[src/hw/rtl/ftlb_pkg.sv]
// shared types and constants of the translation buffer
// no dependencies
package ftlb_pkg;

  localparam int ENTRIES_DEF    = 16;
  localparam int KEY_BITS_DEF   = 20;
  localparam int FRAME_BITS_DEF = 16;
  localparam int CFG_W          = 5;
  localparam int TOTAL_W        = 32;

  localparam logic [CFG_W-1:0] ACTIVE_RESET = 5'd16;

  // operation codes
  localparam logic OP_LOOKUP = 1'b0;
  localparam logic OP_INSERT = 1'b1;

  typedef enum logic [2:0] {
    ST_IDLE,
    ST_COMPARE,
    ST_ENCODE,
    ST_APPLY,
    ST_FINISH
  } ftlb_state_t;

  // controller to datapath
  typedef struct packed {
    logic load;
    logic compare;
    logic encode;
    logic apply;
    logic finish;
  } ftlb_cmd_t;

  // datapath to controller
  typedef struct packed {
    logic out_free;
  } ftlb_status_t;

endpackage

[src/hw/rtl/ftlb_ctrl.sv]
// sequencer of the translation buffer: one item through compare, encode, apply, finish
// depends on ftlb_pkg
module ftlb_ctrl (
  input  logic                 clk,
  input  logic                 rst,
  input  logic                 in_valid,
  output logic                 in_ready,
  input  ftlb_pkg::ftlb_status_t status,
  output ftlb_pkg::ftlb_cmd_t    cmd
);
  import ftlb_pkg::*;

  ftlb_state_t state, state_next;

  // state register
  always_ff @(posedge clk) begin
    if (rst) begin
      state <= ST_IDLE;
    end else begin
      state <= state_next;
    end
  end

  // next state
  always_comb begin
    state_next = state;
    unique case (state)
      ST_IDLE:    if (in_valid) state_next = ST_COMPARE;
      ST_COMPARE: state_next = ST_ENCODE;
      ST_ENCODE:  state_next = ST_APPLY;
      ST_APPLY:   state_next = ST_FINISH;
      ST_FINISH:  if (status.out_free) state_next = ST_IDLE;
      default:    state_next = ST_IDLE;
    endcase
  end

  // commands
  always_comb begin
    cmd      = '0;
    in_ready = 1'b0;
    unique case (state)
      ST_IDLE: begin
        in_ready = 1'b1;
        cmd.load = in_valid;
      end
      ST_COMPARE: cmd.compare = 1'b1;
      ST_ENCODE:  cmd.encode  = 1'b1;
      ST_APPLY:   cmd.apply   = 1'b1;
      ST_FINISH:  cmd.finish  = status.out_free;
      default:    cmd = '0;
    endcase
  end

endmodule

[src/hw/rtl/ftlb_datapath.sv]
// entry store, tag compare, fifo ring, counters and output register
// depends on ftlb_pkg
module ftlb_datapath #(
  parameter int ENTRIES    = ftlb_pkg::ENTRIES_DEF,
  parameter int KEY_BITS   = ftlb_pkg::KEY_BITS_DEF,
  parameter int FRAME_BITS = ftlb_pkg::FRAME_BITS_DEF
) (
  input  logic                         clk,
  input  logic                         rst,
  input  ftlb_pkg::ftlb_cmd_t          cmd,
  output ftlb_pkg::ftlb_status_t       status,
  input  logic                         operation,
  input  logic [KEY_BITS-1:0]          logical_address,
  input  logic [FRAME_BITS-1:0]        frame_number,
  input  logic                         cfg_valid,
  output logic                         cfg_ready,
  input  logic [ftlb_pkg::CFG_W-1:0]   cfg_data,
  output logic                         out_valid,
  input  logic                         out_ready,
  output logic                         hit,
  output logic [FRAME_BITS-1:0]        found_frame,
  output logic                         evicted,
  output logic [ftlb_pkg::TOTAL_W-1:0] hit_total,
  output logic [ftlb_pkg::TOTAL_W-1:0] miss_total
);
  import ftlb_pkg::*;

  localparam int IDX_W = (ENTRIES > 1) ? $clog2(ENTRIES) : 1;
  localparam int CNT_W = $clog2(ENTRIES + 1);

  // latched request
  logic                  req_op;
  logic [KEY_BITS-1:0]   req_key;
  logic [FRAME_BITS-1:0] req_frame;

  // entry store
  logic [KEY_BITS-1:0]   entry_key [ENTRIES];
  logic [FRAME_BITS-1:0] frame_mem [ENTRIES];
  logic [ENTRIES-1:0]    entry_valid;
  logic [IDX_W-1:0]      oldest_slot;
  logic [CNT_W-1:0]      occupancy;
  logic [TOTAL_W-1:0]    hit_counter;
  logic [TOTAL_W-1:0]    miss_counter;
  logic [CFG_W-1:0]      active_entries;

  // per-item working registers
  logic [ENTRIES-1:0]    match_vec;
  logic                  hit_any;
  logic [IDX_W-1:0]      hit_slot;
  logic [FRAME_BITS-1:0] frame_rd;
  logic                  res_evicted;

  logic [ENTRIES-1:0]    match_c;
  logic                  hit_any_c;
  logic [IDX_W-1:0]      hit_slot_c;
  logic [CNT_W-1:0]      limit;
  logic                  insert_new;
  logic                  evict_c;
  logic [IDX_W-1:0]      oldest_inc;
  logic [IDX_W-1:0]      oldest_next;
  logic [CNT_W-1:0]      occ_after;
  logic [CNT_W:0]        pos_sum;
  logic [IDX_W-1:0]      pos;
  logic [ENTRIES-1:0]    valid_next;

  assign cfg_ready       = 1'b1;
  assign status.out_free = !out_valid || out_ready;

  // configuration register
  always_ff @(posedge clk) begin
    if (rst) begin
      active_entries <= ACTIVE_RESET;
    end else if (cfg_valid) begin
      active_entries <= cfg_data;
    end
  end

  // request latch
  always_ff @(posedge clk) begin
    if (cmd.load) begin
      req_op    <= operation;
      req_key   <= logical_address;
      req_frame <= frame_number;
    end
  end

  // tag compare against every entry
  always_comb begin
    for (int i = 0; i < ENTRIES; i++) begin
      match_c[i] = entry_valid[i] && (entry_key[i] == req_key);
    end
  end

  // present keys are unique, so at most one match bit is set
  always_comb begin
    hit_slot_c = '0;
    for (int i = 0; i < ENTRIES; i++) begin
      if (match_vec[i]) hit_slot_c = hit_slot_c | IDX_W'(i);
    end
  end
  assign hit_any_c = |match_vec;

  always_ff @(posedge clk) begin
    if (cmd.compare) match_vec <= match_c;
    if (cmd.encode) begin
      hit_any  <= hit_any_c;
      hit_slot <= hit_slot_c;
    end
  end

  // effective limit: zero acts as one, above depth acts as depth
  always_comb begin
    if (active_entries == '0) begin
      limit = CNT_W'(1);
    end else if (32'(active_entries) > ENTRIES) begin
      limit = CNT_W'(ENTRIES);
    end else begin
      limit = CNT_W'(active_entries);
    end
  end

  // ring arithmetic for an insert of a new key
  assign insert_new  = (req_op == OP_INSERT) && !hit_any;
  assign evict_c     = insert_new && (occupancy >= limit);
  assign oldest_inc  = (32'(oldest_slot) == ENTRIES - 1) ? '0 : oldest_slot + IDX_W'(1);
  assign oldest_next = evict_c ? oldest_inc : oldest_slot;
  assign occ_after   = evict_c ? occupancy - CNT_W'(1) : occupancy;

  always_comb begin
    pos_sum = (CNT_W + 1)'(oldest_next) + (CNT_W + 1)'(occ_after);
    if (32'(pos_sum) >= ENTRIES) pos_sum = pos_sum - (CNT_W + 1)'(ENTRIES);
    pos = pos_sum[IDX_W-1:0];
  end

  // valid bits after an insert: the evicted slot drops, then the new slot is set
  always_comb begin
    valid_next = entry_valid;
    if (evict_c) valid_next[oldest_slot] = 1'b0;
    valid_next[pos] = 1'b1;
  end

  // key store and ring state
  always_ff @(posedge clk) begin
    if (rst) begin
      entry_valid  <= '0;
      oldest_slot  <= '0;
      occupancy    <= '0;
      hit_counter  <= '0;
      miss_counter <= '0;
    end else if (cmd.apply) begin
      if (req_op == OP_LOOKUP) begin
        if (hit_any) begin
          if (hit_counter != '1) hit_counter <= hit_counter + TOTAL_W'(1);
        end else begin
          if (miss_counter != '1) miss_counter <= miss_counter + TOTAL_W'(1);
        end
      end else if (insert_new) begin
        entry_valid <= valid_next;
        oldest_slot <= oldest_next;
        occupancy   <= occ_after + CNT_W'(1);
      end
    end
  end

  always_ff @(posedge clk) begin
    if (cmd.apply && insert_new) entry_key[pos] <= req_key;
    if (cmd.apply) res_evicted <= evict_c;
  end

  // frame memory, registered read
  always_ff @(posedge clk) begin
    if (cmd.apply && insert_new) frame_mem[pos] <= req_frame;
    if (cmd.apply) frame_rd <= frame_mem[hit_slot];
  end

  // output register
  always_ff @(posedge clk) begin
    if (rst) begin
      out_valid <= 1'b0;
    end else if (cmd.finish) begin
      out_valid <= 1'b1;
    end else if (out_ready) begin
      out_valid <= 1'b0;
    end
  end

  always_ff @(posedge clk) begin
    if (cmd.finish) begin
      hit         <= hit_any;
      found_frame <= (req_op == OP_LOOKUP && hit_any) ? frame_rd : '0;
      evicted     <= res_evicted;
      hit_total   <= hit_counter;
      miss_total  <= miss_counter;
    end
  end

endmodule

[src/hw/rtl/fifo_tlb_lookup_update_core.sv]
// top level of the fully associative translation buffer with fifo replacement
// depends on ftlb_pkg, ftlb_ctrl, ftlb_datapath
//
// Input channel (in_valid/in_ready) carries one beat per request: operation
// 0 looks up logical_address, 1 inserts logical_address with frame_number.
// Output channel (out_valid/out_ready) returns exactly one beat per request:
// hit, found_frame, evicted and the saturating hit_total and miss_total.
// Config channel (cfg_valid/cfg_ready/cfg_data) sets active_entries, the ring
// size at which inserts start evicting the oldest entry; always ready.
// A new request is taken only after the previous one has gone through the
// controller sequence of accept, tag compare, match encode, update with
// frame memory read, and output load. The next request is taken while a
// result waits in the output register; a further result waits in the finish
// step until the receiver takes the pending one, so a stalled receiver holds
// the block. Reset clears all valid bits, the ring pointer, occupancy and
// counters and sets active_entries to 16; key and frame contents are kept.
module fifo_tlb_lookup_update_core #(
  parameter int ENTRIES    = ftlb_pkg::ENTRIES_DEF,
  parameter int KEY_BITS   = ftlb_pkg::KEY_BITS_DEF,
  parameter int FRAME_BITS = ftlb_pkg::FRAME_BITS_DEF
) (
  input  logic                         clk,
  input  logic                         rst,
  input  logic                         in_valid,
  output logic                         in_ready,
  input  logic                         operation,
  input  logic [KEY_BITS-1:0]          logical_address,
  input  logic [FRAME_BITS-1:0]        frame_number,
  input  logic                         cfg_valid,
  output logic                         cfg_ready,
  input  logic [ftlb_pkg::CFG_W-1:0]   cfg_data,
  output logic                         out_valid,
  input  logic                         out_ready,
  output logic                         hit,
  output logic [FRAME_BITS-1:0]        found_frame,
  output logic                         evicted,
  output logic [ftlb_pkg::TOTAL_W-1:0] hit_total,
  output logic [ftlb_pkg::TOTAL_W-1:0] miss_total
);
  import ftlb_pkg::*;

  ftlb_cmd_t    cmd;
  ftlb_status_t status;

  // sequencer
  ftlb_ctrl u_ctrl (
    .clk      (clk),
    .rst      (rst),
    .in_valid (in_valid),
    .in_ready (in_ready),
    .status   (status),
    .cmd      (cmd)
  );

  // storage and arithmetic
  ftlb_datapath #(
    .ENTRIES    (ENTRIES),
    .KEY_BITS   (KEY_BITS),
    .FRAME_BITS (FRAME_BITS)
  ) u_datapath (
    .clk             (clk),
    .rst             (rst),
    .cmd             (cmd),
    .status          (status),
    .operation       (operation),
    .logical_address (logical_address),
    .frame_number    (frame_number),
    .cfg_valid       (cfg_valid),
    .cfg_ready       (cfg_ready),
    .cfg_data        (cfg_data),
    .out_valid       (out_valid),
    .out_ready       (out_ready),
    .hit             (hit),
    .found_frame     (found_frame),
    .evicted         (evicted),
    .hit_total       (hit_total),
    .miss_total      (miss_total)
  );

endmodule

[config.mk]
export PLATFORM = sky130hd
export DESIGN_NAME = fifo_tlb_lookup_update_core
export DESIGN_NICKNAME = d
export VERILOG_FILES = /design/src/hw/rtl/ftlb_pkg.sv /design/src/hw/rtl/ftlb_ctrl.sv /design/src/hw/rtl/ftlb_datapath.sv /design/src/hw/rtl/fifo_tlb_lookup_update_core.sv
export SDC_FILE = /design/constraint.sdc
export NUM_CORES = 1
export LEC_CHECK = 0
export BUFFER_PORTS_ARGS = -buffer_cell sky130_fd_sc_hd__buf_2
export CAP_MARGIN = 20
export CORE_MARGIN = 4
export CORE_UTILIZATION = 28
export DETAILED_ROUTE_END_ITERATION = 8
export HOLD_SLACK_MARGIN = 0.08
export PLACE_DENSITY = 0.39
export SETUP_SLACK_MARGIN = 0.15
export SLEW_MARGIN = 25
export SYNTH_ARGS = -nofsm -noshare
export SYNTH_HDL_FRONTEND = slang
export SYNTH_SLANG_ARGS = --single-unit
[constraint.sdc]
create_clock -name clk -period 6.9 [get_ports clk]
set_clock_uncertainty 0.2 [all_clocks]
set_input_delay 0.345 -clock clk [delete_from_list [all_inputs] [get_ports clk]]
set_output_delay 0.345 -clock clk [all_outputs]
set_load 0.1 [all_outputs]
# Word level (Yosys, flattened, before mapping)
# Memories as Yosys holds them, arrays and structs flattened. A register that Yosys moved wholly into a read port is not among the register bits.
# Cells that the tools add are included.
dict set report totals {
  ff_bits 239
  latchBits 0
  mem_bits_rw 576
  mem_bits_ro 0
  inputBits 47
  output_inout_bits 85
  memories 2
}
# name depth word_bits rd rd_ports_with_merged_regs wr line
set mem_list {}
lappend mem_list {u_datapath.entry_key 16 20 16 0 1 ftlb_datapath.sv:37} ;# logic [KEY_BITS-1:0] entry_key [ENTRIES];
lappend mem_list {u_datapath.frame_mem 16 16 1 1 1 ftlb_datapath.sv:38} ;# logic [FRAME_BITS-1:0] frame_mem [ENTRIES];
dict set report classes {
  addsub 7
  n_mul 0
  n_div 0
  order_cmp 7
  eq_ne 25
  shifts 0
  muxes 37
  n_bitwise 5
  n_reduce_logical 36
}
# cell n
set ops {}
lappend ops {{equality test 20 bit} 16}
lappend ops {{adder 32 x 1 -> 32 bit (second input constant)} 2}
lappend ops {{inequality test 32 bit (second input constant)} 2}
lappend ops {{2-to-1 mux 4 bit} 9}
lappend ops {{logical AND 1 bit} 22}
lappend ops {{2-to-1 mux 3 bit} 6}
lappend ops {{bitwise AND 16 bit} 1}
lappend ops {{2-to-1 mux 16 bit} 1}
lappend ops {{NOT 16 bit} 1}
lappend ops {{OR 16 bit} 1}
lappend ops {{OR reduction 16 bit} 1}
lappend ops {{2-to-1 mux 5 bit} 3}
lappend ops {{one-hot mux 3 bit (5 select lines)} 1}
lappend ops {{2-to-1 mux 1 bit} 13}
lappend ops {{less-than comparator 4 x 5 -> 1 bit (second input constant)} 2}
lappend ops {{demux 1 bit (select 4 bit)} 2}
lappend ops {{>= comparator 4 x 1 -> 1 bit (second input constant)} 2}
lappend ops {{AND reduction 4 bit} 2}
lappend ops {{OR reduction 8 bit} 1}
lappend ops {{adder 4 x 5 -> 6 bit} 1}
lappend ops {{equality test 3 x 2 -> 1 bit (second input constant)} 2}
lappend ops {{>= comparator 6 x 5 -> 1 bit (second input constant)} 1}
lappend ops {{adder 5 x 1 -> 5 bit (second input constant)} 1}
lappend ops {{>= comparator 5 bit} 1}
lappend ops {{20 further kinds} 23}

# Logic depth before layout (Yosys ltp)
dict set report depth {
  depth_word 14
  mapped_depth 18
  mapped_depth_nobuf 18
}

# Hierarchy
# A second synthesis with hierarchy kept.
dict set report unflattened {
  cells_unflattened 1992
  hier_area_um2 33145.5
}
# module instances cells_per_inst area_per_inst_um2 seq_area_each_um2
set by_module_without_submodules {}
lappend by_module_without_submodules {ftlb_datapath 1 1973 32955.4 23912.9}
lappend by_module_without_submodules {ftlb_ctrl 1 19 190.2 60.1}

# Least setup slack after synthesis
# Ideal clock, no wire load.
dict set report synth_timing {
  path_kind {reg-to-reg}
  startpoint {register u_datapath.active_entries[1]}
  endpoint {memory u_datapath.entry_key[10][0] (netlist bit) (enable)}
  setup_ns 0.474
  arrival_ns 5.669
  t_required_ns 6.226
  path_slack_ns 0.557
  stages_incl_launch_ff 17
  path_buffers 2
  period_less_slack_ns 6.343
  cell_sequence {dfxtp_1 > nor3_1 > nor2_1 > nor2_1 > ha_1 > nor2b_1 > o21ai_1 > a21oi_2 > inv_2 > buf_1 > o21ai_0 > ha_1 > inv_1 > fa_1 > or3_1 > clkbuf_1 > nor3_1}
}
dict set report synth_between {
  elab_chain_len 9
}
# element line
set synth_lines {}
lappend synth_lines {{start: declaration} ftlb_datapath.sv:44} ;# logic [CFG_W-1:0] active_entries;
lappend synth_lines {{start signal: assignment} ftlb_datapath.sv:74} ;# active_entries <= cfg_data;
lappend synth_lines {{> comparator 5 bit} ftlb_datapath.sv:115} ;# end else if (32'(active_entries) > ENTRIES) begin
lappend synth_lines {{2-to-1 mux 5 bit} ftlb_datapath.sv:115}
lappend synth_lines {{2-to-1 mux 5 bit *} ftlb_datapath.sv:113} ;# if (active_entries == '0) begin
lappend synth_lines {{>= comparator 5 bit *} ftlb_datapath.sv:124} ;# assign evict_c = insert_new && (occupancy >= limit);
lappend synth_lines {{logical AND 1 bit *} ftlb_datapath.sv:124}
lappend synth_lines {{via u_datapath.evict_c} ftlb_datapath.sv:58} ;# logic evict_c;
lappend synth_lines {{2-to-1 mux 4 bit *} ftlb_datapath.sv:126} ;# assign oldest_next = evict_c ? oldest_inc : oldest_slot;
lappend synth_lines {{via u_datapath.oldest_next[0]} ftlb_datapath.sv:60} ;# logic [IDX_W-1:0] oldest_next;
lappend synth_lines {{adder 4 x 5 -> 6 bit *} ftlb_datapath.sv:130} ;# pos_sum = (CNT_W + 1)'(oldest_next) + (CNT_W + 1)'(occ_after);
lappend synth_lines {{>= comparator 6 x 5 -> 1 bit / subtractor 4 x 1 -> 4 bit (equally long branches)} ftlb_datapath.sv:131} ;# if (32'(pos_sum) >= ENTRIES) pos_sum = pos_sum - (CNT_W + 1)'(ENTRIES);
lappend synth_lines {{2-to-1 mux 4 bit *} ftlb_datapath.sv:131}
lappend synth_lines {{end: declaration} ftlb_datapath.sv:37}
# Mark *: on every way through the listed nets, which the timed path passes. The rest lies on a longest branch.

# Worst setup path after layout
dict set report layout_timing {
  startpoint {register u_datapath.occupancy[2]}
  endpoint {memory u_datapath.frame_mem[10][5] (netlist bit) (enable)}
}
dict set report layout_between {
  elab_chain_len 6
}
# element line
set layout_lines {}
lappend layout_lines {{start: declaration} ftlb_datapath.sv:41} ;# logic [CNT_W-1:0] occupancy;
lappend layout_lines {{start signal: assignment} ftlb_datapath.sv:160} ;# occupancy <= occ_after + CNT_W'(1);
lappend layout_lines {{>= comparator 5 bit} ftlb_datapath.sv:124}
lappend layout_lines {{logical AND 1 bit} ftlb_datapath.sv:124}
lappend layout_lines {{2-to-1 mux 4 bit / 2-to-1 mux 5 bit (equally long branches)} {ftlb_datapath.sv:126, ftlb_datapath.sv:127}}
lappend layout_lines {{adder 4 x 5 -> 6 bit *} ftlb_datapath.sv:130}
lappend layout_lines {{>= comparator 6 x 5 -> 1 bit / subtractor 4 x 1 -> 4 bit (equally long branches)} ftlb_datapath.sv:131}
lappend layout_lines {{2-to-1 mux 4 bit *} ftlb_datapath.sv:131}
lappend layout_lines {{end: declaration} ftlb_datapath.sv:38}
# Mark *: on every way between the ends. The rest lies on a longest branch, timed or not.

==> impl_metrics.yaml <==
synth:
  ys_ff_latch: 831
  avgSynthCellArea_um2: 16.6
  synth_edf_count: 733
  synth-simple-area-share_pct: 7.54
  synth_cells: 1985
  synthMuxAreaShare_pct: 5.74
  synth_fp_nets: 2049
  synth_top_family_by_area: "XOR/XNOR gates"
  synth_xor_xnor_area_share_pct: 10.3
  synth_compound_area_share_pct: 1.74
  ys_warn_count: 0
  seq_area_frac_synth_pct: 72.6
  async_reset_ff_share_pct: 0
  synthAdderAreaFrac_pct: 0.667
  synthDistinctLibCells: 62
  synth_flop_cell: "edfxtp_1"
  syn-cell-area_um2: 33000
sta:
  hold_violations: 0
  slew_headroom_pct: 30.3
  worst_slew_pin_slew_ns: 1.04
  fin_crit_sh_pct: 69.9
  tns_ns: 0
  timing.fmax_mhz: 207
  slew_violations: 0
  rsz0062_at_grt: "false"
  setup_viol_count_final: 0
  min_period_ns: 4.82
place:
  hpwl_mm: 52.6
  gp_congestion: 0.782
  placedCellCount: 3615
  port-buffer-count: 130
grt:
  grt_pass1_wl_mm: 126
  antenna_found_initial: 4
  grt_pass1_vias: 18000
  grt_max_degree: 69
  gr-usage-all-layers_pct: 14.0
  gr-total-overflow: 0
hold_path:
  hold_path.class: "primary input to flip-flop"
clocking:
  clk-insertion-delay-late_ns: 0.66
  cts-root-buf: "clkbuf_16"
  clock_path_buffers: 3
  cts.sinks: 831
  hold_buffers: 55
  htreeDepth: 3
  post_cts_resized: 0
  clk_pin_slew_ns: 0.06
  cts_tree: "done"
  numCtsBuffers: 95
  cts_setup_buffers: 0
setup_path:
  critPathArrivalTime_ns: 4.91
  crit_path_cell_trace: "ha_1 -> a21oi_1 -> o21ai_1 -> a21oi_2 -> inv_2 -> xnor2_1 -> ha_1 -> inv_1 -> fa_1 -> or3_1 -> nor3_2 -> buf_4"
  cp_slowest_cell: "dfxtp_1"
  path_max_fanout: 36
  critical_path_class: "flip-flop to flip-flop"
  cpPeakStageDelay_ns: 0.58
  cp-start-kind: "flip-flop"
  cp_common_cell: "ha_1"
  endpoint_kind: "flip-flop"
  required_ns: 6.99
  crit_buf_inv: 3
  crit_family: "adder cells"
route:
  dr.pass1.iters: 5
  drt_iter0_drc: 1178
  drc: 0
  wire_per_inst_um: 22.4
  vias: 17600
  routed_wl_mm: 86.1
  avgViaCountPerCell: 4.56
  ant_nets: 0
floorplan:
  die-width_um: 351
  rows: 125
  die-area_um2: 123000
  ios: 132
  initial_utilization_pct: 28.3
  die_y_um: 351
  core_um2: 117000
layout:
  layout.cells.non_filler: 3849
  final_net_count: 2307
  drive_gt1_share_pct: 20.1
  syn2layout_area_growth_pct: 20.4
  most-common-layout-cells: "edfxtp_1, xnor2_1, xor2_1"
  layout_commonest_cell: "edfxtp_1"
  fill_cells: 11200
pwr:
  p_per_area_nw_per_um2: 287
  p_leak_nw: 12.7
  ir_worst_vdd_mv: 0.208
  total_power_w: 0.0114
flow_run:
  cap_violations: 0
run_status:
  status: "complete, no violations"
-- where the power goes --
| group | switching [W] | total, W | internal, W |
|---|---|---|---|
| Clock | 0.00205 | 0.00540 | 0.00335 |
| Combinational | 0.000306 | 0.000451 | 0.000145 |
| Sequential | 0.0000558 | 0.00557 | 0.00552 |
-- cell usage after synthesis (all sizes together), types with 19 or more instances --
| cell | n | share of area, % |
|---|---|---|
| buf | 29 | 0.44 |
| nand4 | 66 | 1.3 |
| edfxtp | 733 | 67 |
| nor3 | 43 | 0.71 |
| nand3 | 74 | 1.1 |
| nor2 | 85 | 0.97 |
| and2 | 22 | 0.42 |
| xnor2 | 222 | 5.9 |
| xor2 | 164 | 4.4 |
| o21ai | 21 | 0.32 |
| inv | 19 | 0.22 |
| clkbuf | 59 | 0.67 |
| nor4 | 54 | 1.0 |
| dfxtp | 98 | 5.9 |
| a21oi | 29 | 0.45 |
| mux4 | 80 | 5.5 |
| nand2 | 63 | 0.72 |
-- stage by stage --
stage          utilization [%]  hold WS [ns]  cell area, um2  setup slack [ns]
6_report                  34.1         0.195           39700              2.08
3_3_place_gp              30.7         0.266           35800              2.06
4_1_cts                   34.0         0.125           39700              2.05
5_1_grt                   34.1         0.154           39700              1.74
2_1_floorplan                -         0.200           33000             0.557
3_5_place_dp              30.7         0.261           35800              2.11
-- flip-flops by register name, indices dropped and copies added (netlist names), 3 cells and up --
signal                     flops
u_datapath.occupancy           5
u_datapath.found_frame        16
u_datapath.frame_mem         256
u_datapath.frame_rd           16
u_datapath.hit_slot            4
u_datapath.oldest_slot         4
u_datapath.miss_total         32
u_datapath.match_vec          16
u_datapath.req_frame          16
u_datapath.miss_counter       32
u_ctrl.state                   3
u_datapath.entry_key         320
u_datapath.entry_valid        16
u_datapath.req_key            20
u_datapath.active_entries      5
u_datapath.hit_total          32
u_datapath.hit_counter        32
-- routing by layer --
layer	wire length, um	part of all wire, %	track usage, %	vias to the layer above
met5	0	0	0	-
met4	2030	2.4	3.77	0
met3	3600	4.2	2.39	113
met2	39200	45	21.9	371
met1	41300	48	20.0	9028
li1	-	-	-	8055
-- area by class of cell --
| cell class | count | area [um2] | area share [%] |
|---|---|---|---|
| antenna | 1 | 2.50 | 0.00630 |
| clock buffer | 122 | 2660 | 6.68 |
| clock inverter | 56 | 728 | 1.83 |
| inverter | 20 | 75.1 | 0.189 |
| multi-input combinational | 1046 | 8700 | 21.9 |
| sequential | 831 | 24000 | 60.3 |
| tap | 1524 | 1910 | 4.80 |
| timing repair buffer | 249 | 1710 | 4.29 |
-- kinds of logic (layout without fill, tap and decap cells) --
| kind of cell | after synthesis | in the layout |
|---|---|---|
| compound gates | 87 | 87 |
| xor+xnor | 386 | 386 |
| fa+ha+maj | 17 | 17 |
| buf+inv | 108 | 447 |
| flops | 831 | 831 |
| mux | 89 | 89 |
| other cells | 1 | 2 |
| simple gates | 466 | 466 |
-- final timing paths --
kind | start | end | slack [ns] | cells past startpoint
setup / recovery | u_datapath.occupancy[2]$_SDFFE_PP0P_ | u_datapath.frame_mem[10][5]$_DFFE_PP_ | 2.08 | 12
hold / removal | logical_address[4] | u_datapath.req_key[4]$_DFFE_PP_ | 0.19 | 2
setup reg to reg | u_datapath.occupancy[2]$_SDFFE_PP0P_ | u_datapath.frame_mem[10][5]$_DFFE_PP_ | 2.08 | 12
hold reg to reg | u_datapath.hit_counter[9]$_SDFFE_PP0P_ | u_datapath.hit_total[9]$_DFFE_PP_ | 0.27 | 0
Note: power is estimated with default switching activity, not from simulation.
